<file path="src/hdl/cafp_pkg.sv">
package cafp_pkg;

  // Frame layout, by byte position counted from the sync byte
  localparam logic [3:0] PosLength    = 4'd1;
  localparam logic [3:0] PosType      = 4'd2;
  localparam logic [3:0] PosPitchHi   = 4'd3;
  localparam logic [3:0] PosPitchLo   = 4'd4;
  localparam logic [3:0] PosRollHi    = 4'd5;
  localparam logic [3:0] PosRollLo    = 4'd6;
  localparam logic [3:0] PosYawHi     = 4'd7;
  localparam logic [3:0] PosYawLo     = 4'd8;
  localparam logic [3:0] PosCrc       = 4'd9;
  localparam logic [3:0] PosMax       = 4'd15;

  localparam logic [7:0] LengthValue  = 8'd8;
  localparam logic [7:0] CrcPoly      = 8'hD5;
  localparam logic [7:0] AttTypeReset = 8'h1E;

  typedef enum logic [1:0] {
    StValid   = 2'd0,
    StLenErr  = 2'd1,
    StTypeErr = 2'd2,
    StCrcErr  = 2'd3
  } status_e;

  typedef struct packed {
    status_e            status;
    logic signed [15:0] pitch;
    logic signed [15:0] roll;
    logic signed [15:0] yaw;
  } res_t;

  // One byte of CRC-8 DVB-S2, MSB first
  function automatic logic [7:0] crc8_step(input logic [7:0] crc, input logic [7:0] b);
    logic [7:0] c;
    c = crc ^ b;
    for (int i = 0; i < 8; i++) begin
      c = c[7] ? ((c << 1) ^ CrcPoly) : (c << 1);
    end
    return c;
  endfunction

endpackage

</file>
<file path="src/hdl/cafp_if.sv">
interface cafp_in_if;
  logic       valid;
  logic       ready;
  logic [7:0] data_byte;
  logic       frame_end;

  modport source (output valid, output data_byte, output frame_end, input ready);
  modport sink (input valid, input data_byte, input frame_end, output ready);
endinterface

interface cafp_out_if;
  logic               valid;
  logic               ready;
  logic [1:0]         status;
  logic signed [15:0] pitch;
  logic signed [15:0] roll;
  logic signed [15:0] yaw;

  modport source (output valid, output status, output pitch, output roll, output yaw,
                  input ready);
  modport sink (input valid, input status, input pitch, input roll, input yaw,
                output ready);
endinterface

</file>
<file path="src/hdl/crsf_attitude_frame_parser.sv">
// Attitude telemetry frame checker, CRC-8 DVB-S2 framing.
//
// Input channel in_i: one frame byte per request, starting with the sync
// byte; frame_end marks the final byte. Output channel out_o: one result
// per frame, raised for the request that carried frame_end. The result
// holds a status (length, type or CRC error by that priority, else valid),
// the big-endian pitch, roll and yaw, zeroed unless the frame is valid.
// Configuration: cfg_we_i writes cfg_data_i as the attitude frame type;
// write only while no frame is in flight.
//
// Throughput: one byte per cycle while in_i.ready is high. A byte's CRC
// step, field capture and the final checks sit between the frame-state
// registers and a two-entry result buffer, which registers each result.
// Stall: the result buffer holds two results; in_i.ready drops only while
// both entries wait on a stalled receiver, and rises as soon as one drains.
// Reset: frame state clears, the frame type returns to 0x1E and both result
// entries are dropped.
module crsf_attitude_frame_parser (
  input  logic       clk_i,
  input  logic       rst_ni,
  cafp_in_if.sink    in_i,
  cafp_out_if.source out_o,
  input  logic       cfg_we_i,
  input  logic [7:0] cfg_data_i
);
  import cafp_pkg::*;

  logic [7:0] frame_type_q;
  logic       acc;
  logic       push;
  logic       buf_ready;
  res_t       res;
  res_t       res_out;

  // Configured type byte that marks an attitude frame
  always_ff @(posedge clk_i or negedge rst_ni) begin
    if (!rst_ni) begin
      frame_type_q <= AttTypeReset;
    end else if (cfg_we_i) begin
      frame_type_q <= cfg_data_i;
    end
  end

  // A request is taken whenever the result buffer has room
  assign in_i.ready = buf_ready;
  assign acc        = in_i.valid & buf_ready;

  cafp_tracker u_tracker (
    .clk_i        (clk_i),
    .rst_ni       (rst_ni),
    .acc_i        (acc),
    .byte_i       (in_i.data_byte),
    .end_i        (in_i.frame_end),
    .frame_type_i (frame_type_q),
    .push_o       (push),
    .res_o        (res)
  );

  cafp_out_buf u_out_buf (
    .clk_i   (clk_i),
    .rst_ni  (rst_ni),
    .push_i  (push),
    .res_i   (res),
    .ready_o (buf_ready),
    .valid_o (out_o.valid),
    .ready_i (out_o.ready),
    .res_o   (res_out)
  );

  assign out_o.status = res_out.status;
  assign out_o.pitch  = res_out.pitch;
  assign out_o.roll   = res_out.roll;
  assign out_o.yaw    = res_out.yaw;

endmodule

</file>
<file path="src/hdl/cafp_tracker.sv">
module cafp_tracker (
  input  logic           clk_i,
  input  logic           rst_ni,
  input  logic           acc_i,
  input  logic [7:0]     byte_i,
  input  logic           end_i,
  input  logic [7:0]     frame_type_i,
  output logic           push_o,
  output cafp_pkg::res_t res_o
);
  import cafp_pkg::*;

  logic [3:0]  pos_q, pos_d;
  logic [7:0]  crc_q, crc_d;
  logic [7:0]  len_q, len_d;
  logic [7:0]  type_q, type_d;
  logic [15:0] pitch_q, pitch_d;
  logic [15:0] roll_q, roll_d;
  logic [15:0] yaw_q, yaw_d;
  status_e     status;

  always_comb begin
    pos_d   = pos_q;
    crc_d   = crc_q;
    len_d   = len_q;
    type_d  = type_q;
    pitch_d = pitch_q;
    roll_d  = roll_q;
    yaw_d   = yaw_q;

    if (pos_q == PosLength) len_d = byte_i;
    if (pos_q == PosType) type_d = byte_i;
    if (pos_q >= PosType && pos_q <= PosYawLo) crc_d = crc8_step(crc_q, byte_i);
    if (pos_q inside {PosPitchHi, PosPitchLo}) pitch_d = {pitch_q[7:0], byte_i};
    if (pos_q inside {PosRollHi, PosRollLo}) roll_d = {roll_q[7:0], byte_i};
    if (pos_q inside {PosYawHi, PosYawLo}) yaw_d = {yaw_q[7:0], byte_i};

    if (end_i) begin
      // Back to a clean slate; the next byte is a new sync byte
      pos_d   = '0;
      crc_d   = '0;
      len_d   = '0;
      type_d  = '0;
      pitch_d = '0;
      roll_d  = '0;
      yaw_d   = '0;
    end else if (pos_q != PosMax) begin
      pos_d = pos_q + 4'd1;
    end
  end

  // Length first, then type, then CRC
  always_comb begin
    if (pos_q != PosCrc || len_q != LengthValue) begin
      status = StLenErr;
    end else if (type_q != frame_type_i) begin
      status = StTypeErr;
    end else if (byte_i != crc_q) begin
      status = StCrcErr;
    end else begin
      status = StValid;
    end
  end

  assign push_o       = acc_i & end_i;
  assign res_o.status = status;
  assign res_o.pitch  = (status == StValid) ? pitch_q : '0;
  assign res_o.roll   = (status == StValid) ? roll_q : '0;
  assign res_o.yaw    = (status == StValid) ? yaw_q : '0;

  always_ff @(posedge clk_i or negedge rst_ni) begin
    if (!rst_ni) begin
      pos_q   <= '0;
      crc_q   <= '0;
      len_q   <= '0;
      type_q  <= '0;
      pitch_q <= '0;
      roll_q  <= '0;
      yaw_q   <= '0;
    end else if (acc_i) begin
      pos_q   <= pos_d;
      crc_q   <= crc_d;
      len_q   <= len_d;
      type_q  <= type_d;
      pitch_q <= pitch_d;
      roll_q  <= roll_d;
      yaw_q   <= yaw_d;
    end
  end

`ifndef SYNTHESIS
  a_end_clears: assert property (@(posedge clk_i) disable iff (!rst_ni)
    acc_i && end_i |=> pos_q == '0 && crc_q == '0)
    else $error("frame state not cleared after final byte");

  a_pos_advance: assert property (@(posedge clk_i) disable iff (!rst_ni)
    acc_i && !end_i && pos_q != PosMax |=> pos_q == $past(pos_q) + 4'd1)
    else $error("byte position did not advance");

  a_pos_saturate: assert property (@(posedge clk_i) disable iff (!rst_ni)
    acc_i && !end_i && pos_q == PosMax |=> pos_q == PosMax)
    else $error("byte position wrapped");

  a_invalid_zero: assert property (@(posedge clk_i) disable iff (!rst_ni)
    push_o && res_o.status != StValid |-> res_o.pitch == '0 && res_o.roll == '0
      && res_o.yaw == '0)
    else $error("angles not zeroed on a rejected frame");
`endif

endmodule

</file>
<file path="src/hdl/cafp_out_buf.sv">
module cafp_out_buf (
  input  logic           clk_i,
  input  logic           rst_ni,
  input  logic           push_i,
  input  cafp_pkg::res_t res_i,
  output logic           ready_o,
  output logic           valid_o,
  input  logic           ready_i,
  output cafp_pkg::res_t res_o
);
  import cafp_pkg::*;

  logic main_v_q, skid_v_q;
  res_t main_q, skid_q;
  logic pop;

  assign pop     = main_v_q & ready_i;
  assign valid_o = main_v_q;
  assign res_o   = main_q;
  assign ready_o = ~skid_v_q;

  always_ff @(posedge clk_i or negedge rst_ni) begin
    if (!rst_ni) begin
      main_v_q <= 1'b0;
      skid_v_q <= 1'b0;
    end else if (skid_v_q) begin
      if (pop) skid_v_q <= 1'b0;
    end else if (push_i) begin
      if (main_v_q && !pop) skid_v_q <= 1'b1;
      else main_v_q <= 1'b1;
    end else if (pop) begin
      main_v_q <= 1'b0;
    end
  end

  always_ff @(posedge clk_i) begin
    if (skid_v_q) begin
      if (pop) main_q <= skid_q;
    end else if (push_i) begin
      if (main_v_q && !pop) skid_q <= res_i;
      else main_q <= res_i;
    end
  end

`ifndef SYNTHESIS
  a_skid_needs_main: assert property (@(posedge clk_i) disable iff (!rst_ni)
    skid_v_q |-> main_v_q)
    else $error("skid entry held without a main entry");

  a_no_push_when_full: assert property (@(posedge clk_i) disable iff (!rst_ni)
    !(push_i && skid_v_q))
    else $error("result pushed into a full buffer");

  a_skid_holds: assert property (@(posedge clk_i) disable iff (!rst_ni)
    skid_v_q && !pop |=> skid_v_q && $stable(skid_q))
    else $error("skid entry changed while waiting");
`endif

endmodule

</file>
<file path="src/flat_wrapper.sv">
// flat-port wrapper written by rule: the top's interface ports become plain ports
module crsf_attitude_frame_parser_flat import cafp_pkg::*;
  (clk_i, rst_ni, cfg_we_i, cfg_data_i, in_i_valid, in_i_data_byte, in_i_frame_end, in_i_ready, out_o_valid, out_o_status, out_o_pitch, out_o_roll, out_o_yaw, out_o_ready);
  cafp_in_if in_i_i ();
  cafp_out_if out_o_i ();
  input  logic clk_i;
  input  logic rst_ni;
  input  logic cfg_we_i;
  input  logic [7:0] cfg_data_i;
  input wire logic [$bits(in_i_i.valid)-1:0] in_i_valid;
  input wire logic [$bits(in_i_i.data_byte)-1:0] in_i_data_byte;
  input wire logic [$bits(in_i_i.frame_end)-1:0] in_i_frame_end;
  output wire logic [$bits(in_i_i.ready)-1:0] in_i_ready;
  output wire logic [$bits(out_o_i.valid)-1:0] out_o_valid;
  output wire logic [$bits(out_o_i.status)-1:0] out_o_status;
  output wire logic [$bits(out_o_i.pitch)-1:0] out_o_pitch;
  output wire logic [$bits(out_o_i.roll)-1:0] out_o_roll;
  output wire logic [$bits(out_o_i.yaw)-1:0] out_o_yaw;
  input wire logic [$bits(out_o_i.ready)-1:0] out_o_ready;
  assign in_i_i.valid = in_i_valid;
  assign in_i_i.data_byte = in_i_data_byte;
  assign in_i_i.frame_end = in_i_frame_end;
  assign in_i_ready = in_i_i.ready;
  assign out_o_valid = out_o_i.valid;
  assign out_o_status = out_o_i.status;
  assign out_o_pitch = out_o_i.pitch;
  assign out_o_roll = out_o_i.roll;
  assign out_o_yaw = out_o_i.yaw;
  assign out_o_i.ready = out_o_ready;
  crsf_attitude_frame_parser u_core (.clk_i(clk_i), .rst_ni(rst_ni), .in_i(in_i_i), .out_o(out_o_i), .cfg_we_i(cfg_we_i), .cfg_data_i(cfg_data_i));
endmodule
</file>
<file path="config.mk">
export PLATFORM = sky130hd
export DESIGN_NAME = crsf_attitude_frame_parser_flat
export DESIGN_NICKNAME = d
export VERILOG_FILES = /design/src/hdl/cafp_pkg.sv /design/src/hdl/cafp_if.sv /design/src/hdl/crsf_attitude_frame_parser.sv /design/src/hdl/cafp_tracker.sv /design/src/hdl/cafp_out_buf.sv /design/src/flat_wrapper.sv
export SDC_FILE = /design/constraint.sdc
export NUM_CORES = 1
export LEC_CHECK = 0
export ABC_AREA = 1
export BUFFER_PORTS_ARGS = -buffer_cell sky130_fd_sc_hd__buf_2
export CAP_MARGIN = 30
export CORE_MARGIN = 10
export CORE_UTILIZATION = 28
export DETAILED_ROUTE_END_ITERATION = 12
export HOLD_SLACK_MARGIN = 0.15
export PLACE_DENSITY_LB_ADDON = 0.2
export SLEW_MARGIN = 10
export SYNTH_ARGS = -nofsm -noshare
export SYNTH_HDL_FRONTEND = slang
export SYNTH_SLANG_ARGS = --single-unit
</file>
<file path="constraint.sdc">
create_clock -name clk_i -period 8.28 [get_ports clk_i]
set_clock_uncertainty 0.05 [all_clocks]
set_input_delay 0.828 -clock clk_i [delete_from_list [all_inputs] [get_ports clk_i]]
set_output_delay 0.828 -clock clk_i [all_outputs]
set_load 0.005 [all_outputs]
</file>
# == Word-level counts from Yosys, hierarchy flattened ==
# Index checks and enable logic that the tools add are counted.
# totals
in_bits,22
register_bits,186
elab_cells,116
output_inout_bits,52
# classes
mux,39
eq_ne,16
n_addsub,1
n_reduce_logical,27
bitwise_logic,13
n_lt_le_gt_ge,2
# ops
op,count
50-bit 2-to-1 mux,4
16-bit 2-to-1 mux,9
8-bit 2-to-1 mux,14
5-bit inverter,8
2-bit nonzero test,12
"4-bit by 3-bit equality test with 1-bit output, second input constant",4
8-bit inequality test,2
2-bit AND reduction,7
3-bit AND reduction,3
"4-bit by 2-bit equality test with 1-bit output, second input constant",2
4-bit 2-to-1 mux,2
"4-bit inequality test, second input constant",2
"8-bit by 4-bit inequality test with 1-bit output, second input constant",1
8-bit XOR,1
1-bit 2-to-1 mux,7
2-bit 2-to-1 mux,3
"4-bit by 1-bit adder with 4-bit output, second input constant",1
"4-bit by 1-bit equality test with 1-bit output, second input constant",1
"4-bit equality test, second input constant",1
"4-bit by 2-bit greater-or-equal comparator with 1-bit output, second input constant",1
"4-bit less-or-equal comparator, second input constant",1
"2-bit inequality test, second input constant",2
1-bit AND,3
1-bit logical AND,2
other kinds (5),5

# == Longest topological paths before layout ==
# logic_depth
ltp_word,19
mapped_depth,13
ltp_nobuf,13

# == Modules after synthesis ==
# A second synthesis with hierarchy kept.
# unflattened
cells_unflattened,879
hier_area_um2,8459.4
# by_module_without_submodules
mod,area_per_inst_um2,cells_each,seq_area_each_um2,instances
cafp_tracker,4281.6,564,1901.8,1
cafp_out_buf,3860.0,279,3052.9,1
crsf_attitude_frame_parser,317.8,36,205.2,1

# == Worst setup path before layout ==
# Ideal clock, no wire load.
# synth_path
path_kind,in2reg
from,input in_i_valid
to,register u_core.u_out_buf.skid_q[0] (netlist name) (enable)
stages,4
path_slack_ns,4.484
setup_ns,0.458
required_ns,7.772
path_buffers,0
arrival_ns,3.288
path_cell_list,nand2_2 nor2_2 inv_1 nor2_1
# synth_via
elab_chain_cells,3
# synth_lines
element,line_no,rtl
from (decl),flat_wrapper.sv:10,input wire logic [$bits(in_i_i.valid)-1:0] in_i_valid;
1-bit AND,crsf_attitude_frame_parser.sv:46,assign acc = in_i.valid & buf_ready;
1-bit AND,cafp_tracker.sv:65,assign push_o = acc_i & end_i;
3-bit AND reduction (no line),--,
to (signal assigned),cafp_out_buf.sv:40,if (main_v_q && !pop) skid_q <= res_i;
to (decl),cafp_out_buf.sv:14,"res_t main_q, skid_q;"
# No other way between the ends.
# A chain may end at the register's enable or synchronous reset.

# == Worst setup path after layout ==
# layout_path
from,input in_i_frame_end
to,register u_core.u_out_buf.skid_q[38] (netlist name) (enable)
# layout_via
elab_chain_cells,2
# layout_lines
element,line_no,rtl
from (decl),flat_wrapper.sv:12,input wire logic [$bits(in_i_i.frame_end)-1:0] in_i_frame_end;
1-bit AND,cafp_tracker.sv:65,
3-bit AND reduction (no line),--,
# No other way between the ends.

==> reports/results.ini <==
[global_route]
antenna_found_initial=1
track_usage=0.115
gr-total-overflow=0
grt_start_max_net_pins=63
grt_pass1_wl_mm=33.0
first_global_vias=5841

[logic_synthesis]
synthCells=854
synth_area_leaders=edfxtp_1 36%, dfrtp_1 25%, nand2_1 11%, nand3_1 5.5%, inv_1 4.0%
synth_compound_area_frac=0.0576
synth-simple-area-share=0.231
ys_warn_count=0
synth_top_family_by_area=simple AND/OR/NAND/NOR gates
yosysTopAreaCell=edfxtp_1
synthXorXnorAreaFrac=0.0144
yosys.area_share.adder=0.00598
yosys.area.top_type_share=0.359
yosysMostFrequentCell=nand2_1
synth-edff-count=100
synthMuxAreaShare=0.00673
yosysSeqAreaShare=0.617
postSynthAreaPerCell_um2=9.79
synthesis.area_um2=8360
ys_top_cells_by_count=253 x nand2_1, 100 x edfxtp_1, 92 x nand3_1
ys_types=38
syn-num-nets=880
async_flop_share=0.462
synth-seq-cells=186
synthFlopType=edfxtp_1

[power]
vdd_ir_drop_max_mv=0.104
power_frac_clock=0.445
leakagePower_uw=0.00451
p_int_uw=1430
swShare=0.242
p_comb_frac=0.037
powerDensity_nw_per_um2=193
p_seq_frac=0.518
switchingPower_uw=455

[clock_tree]
clockBufferDepth=2
clk-insertion-delay-late_ps=420
cts_root_buf=clkbuf_16
cts_tree=yes
ctsHoldBuffers=0
numCtsBuffers=17
post_cts_buffers=0
clock-sinks=186
htreeDepth=4
cts_resized=0
clk_pin_slew_ps=70

[sta]
slew_headroom=0.361
hold_violations=0
setup-tns-final_ps=0
worst_slew_pin_slew_ps=959
timing.final.crit_period_ps=2820
rsz0062_at_grt=no
slew_viol_final=0
setup_viol=0
fmax_ghz=0.354
post-route-period-util=0.341

[placed_design]
dp_hpwl_mm=13.5
portBuffers=73
place_congestion=0.812

[drt]
highest-signal-layer=met5
dr_wl_met2_mm=9.68
drt_iter0_markers=543
wirelength_met1_mm=10.2
dr.pass1.iters=4
wl_mm=20.9
wl_met3_um=940
drt-wirelength-per-cell_um=15.8
drc=0
ant_nets=0
vias=5835
viasPerCell=4.40

[floorplanning]
fp.dieW_um=193
die_y_um=193
start_util=0.283
core_area_um2=29600
io_pins=74
dieArea_um2=37200
fp-row-count=63

[final_layout]
syn2layout_area_growth_pct=16.3
layout-drive-gt1-share=0.176
nFillCells=3079
post-route-util=0.329
num-nets-final=948
antennaDiodeCount=0

[setup_path]
crit_path_end_kind=register
critPathArrivalTime_ps=2830
critical_path_peak_fanout=38
crit_top_cell=inv_1
path_cells=buf_2 -> inv_1 -> buf_16 -> nor2_2 -> inv_1 -> nor2_4 -> buf_4
max_stage_delay_ps=560
crit_slowest_cell=buf_4
startpoint_type=input port
crit_type=input port to register
required_ps=8290

[min_path]
hp-class=input port to async pin

[flow_run]
cap_violations=0

[status]
status=complete, no violations

==> kinds of logic (layout without fill, tap and decap cells) <==
group,count (synthesis),after routing
xor+xnor,12,12
flops,186,186
fa+ha+maj,4,4
mux,5,5
buf+inv,129,210
simple gates,432,432
compound gates,86,86
==> flip-flops by register name (all words and copies together), names as in the netlist <==
name / count
u_core.u_out_buf.res_o: 50
u_core.u_out_buf.skid_q: 50
u_core.u_tracker.pitch_q: 16
u_core.u_tracker.roll_q: 16
u_core.u_tracker.yaw_q: 16
u_core.frame_type_q: 8
u_core.u_tracker.crc_q: 8
u_core.u_tracker.len_q: 8
u_core.u_tracker.type_q: 8
u_core.u_tracker.pos_q: 4
u_core.u_out_buf.skid_v_q: 1
u_core.u_out_buf.valid_o: 1
==> worst paths after layout <==
| path | startpoint | to | slack [ps] | cells past startpoint |
|---|---|---|---|---|
| max | in_i_frame_end | u_core.u_out_buf.skid_q[38] | 5460 | 7 |
| min | rst_ni | u_core.u_tracker.crc_q[7] | 260 | 1 |
| max reg2reg | u_core.u_out_buf.skid_v_q | u_core.u_out_buf.res_o[49] | 5660 | 5 |
| min reg2reg | u_core.u_tracker.len_q[6] | u_core.u_tracker.len_q[6] | 440 | 2 |
| max in group asynchronous | rst_ni | u_core.u_tracker.pitch_q[12] | 6700 | 2 |
| min in group clk_i | u_core.u_tracker.len_q[6] | u_core.u_tracker.len_q[6] | 440 | 2 |
==> cells in the final DEF, fill, tap and decap left out, drive strengths merged, types with 5 or more instances in the layout <==
cell type,netlist,routed
nand3,92,92
buf,22,82
o21ai,62,62
nor3,5,5
nand2,257,257
inv,96,103
mux2,5,5
dfrtp,82,82
o31ai,6,6
nor2,70,70
clkbuf,11,17
o22ai,11,11
edfxtp,100,100
clkinv,0,5
xnor2,7,7
xor2,5,5
==> through the flow <==
| stage | area (um^2) | hold slack [ps] | worst slack [ps] | cells | power (uW) |
|---|---|---|---|---|---|
| 2_1_floorplan | 8360 | 394 | 4480 | 854 | 1030 |
| 3_3_place_gp | 9070 | 413 | 4850 | 1290 | 1060 |
| 3_5_place_dp | 9080 | 425 | 4750 | 1291 | 1060 |
| 4_1_cts | 9680 | 258 | 5190 | 1323 | 1900 |
| 5_1_grt | 9730 | 268 | 5300 | 1325 | 1960 |
| 6_report | 9730 | 264 | 5460 | 1325 | 1880 |
==> per-layer routing <==
layer | GRT usage | vias to the layer above
li1 | - | 2926
met1 | 0.155 | 2803
met2 | 0.183 | 96
met3 | 0.0264 | 8
met4 | 0.0233 | 2
met5 | 0 | -
==> critical path, delay by kind of cell <==
kind / cells / cell delay [ps]
buffers and inverters: 5 / 1380
and+or+nand+nor: 2 / 580
==> power groups by stage <==
stage,Combinational (uW),Clock [uW],Sequential [uW]
global placement,66.5,0,994
global route,77.3,906,975
CTS,68.1,857,975
finish,68.7,838,975
floorplan,37.5,0,994
detailed placement,68.0,0,995
==> area by class of cell <==
cell class,instances,area [um^2],area share
multi-input cells,539,2650,0.273
well taps,390,488,0.0501
flip-flops and latches,186,5160,0.530
clock inverters,15,176,0.0181
inverters,96,360,0.0370
repair buffers,82,468,0.0481
clock buffers,17,425,0.0437
No activity file was read; power rests on OpenSTA's default activity.
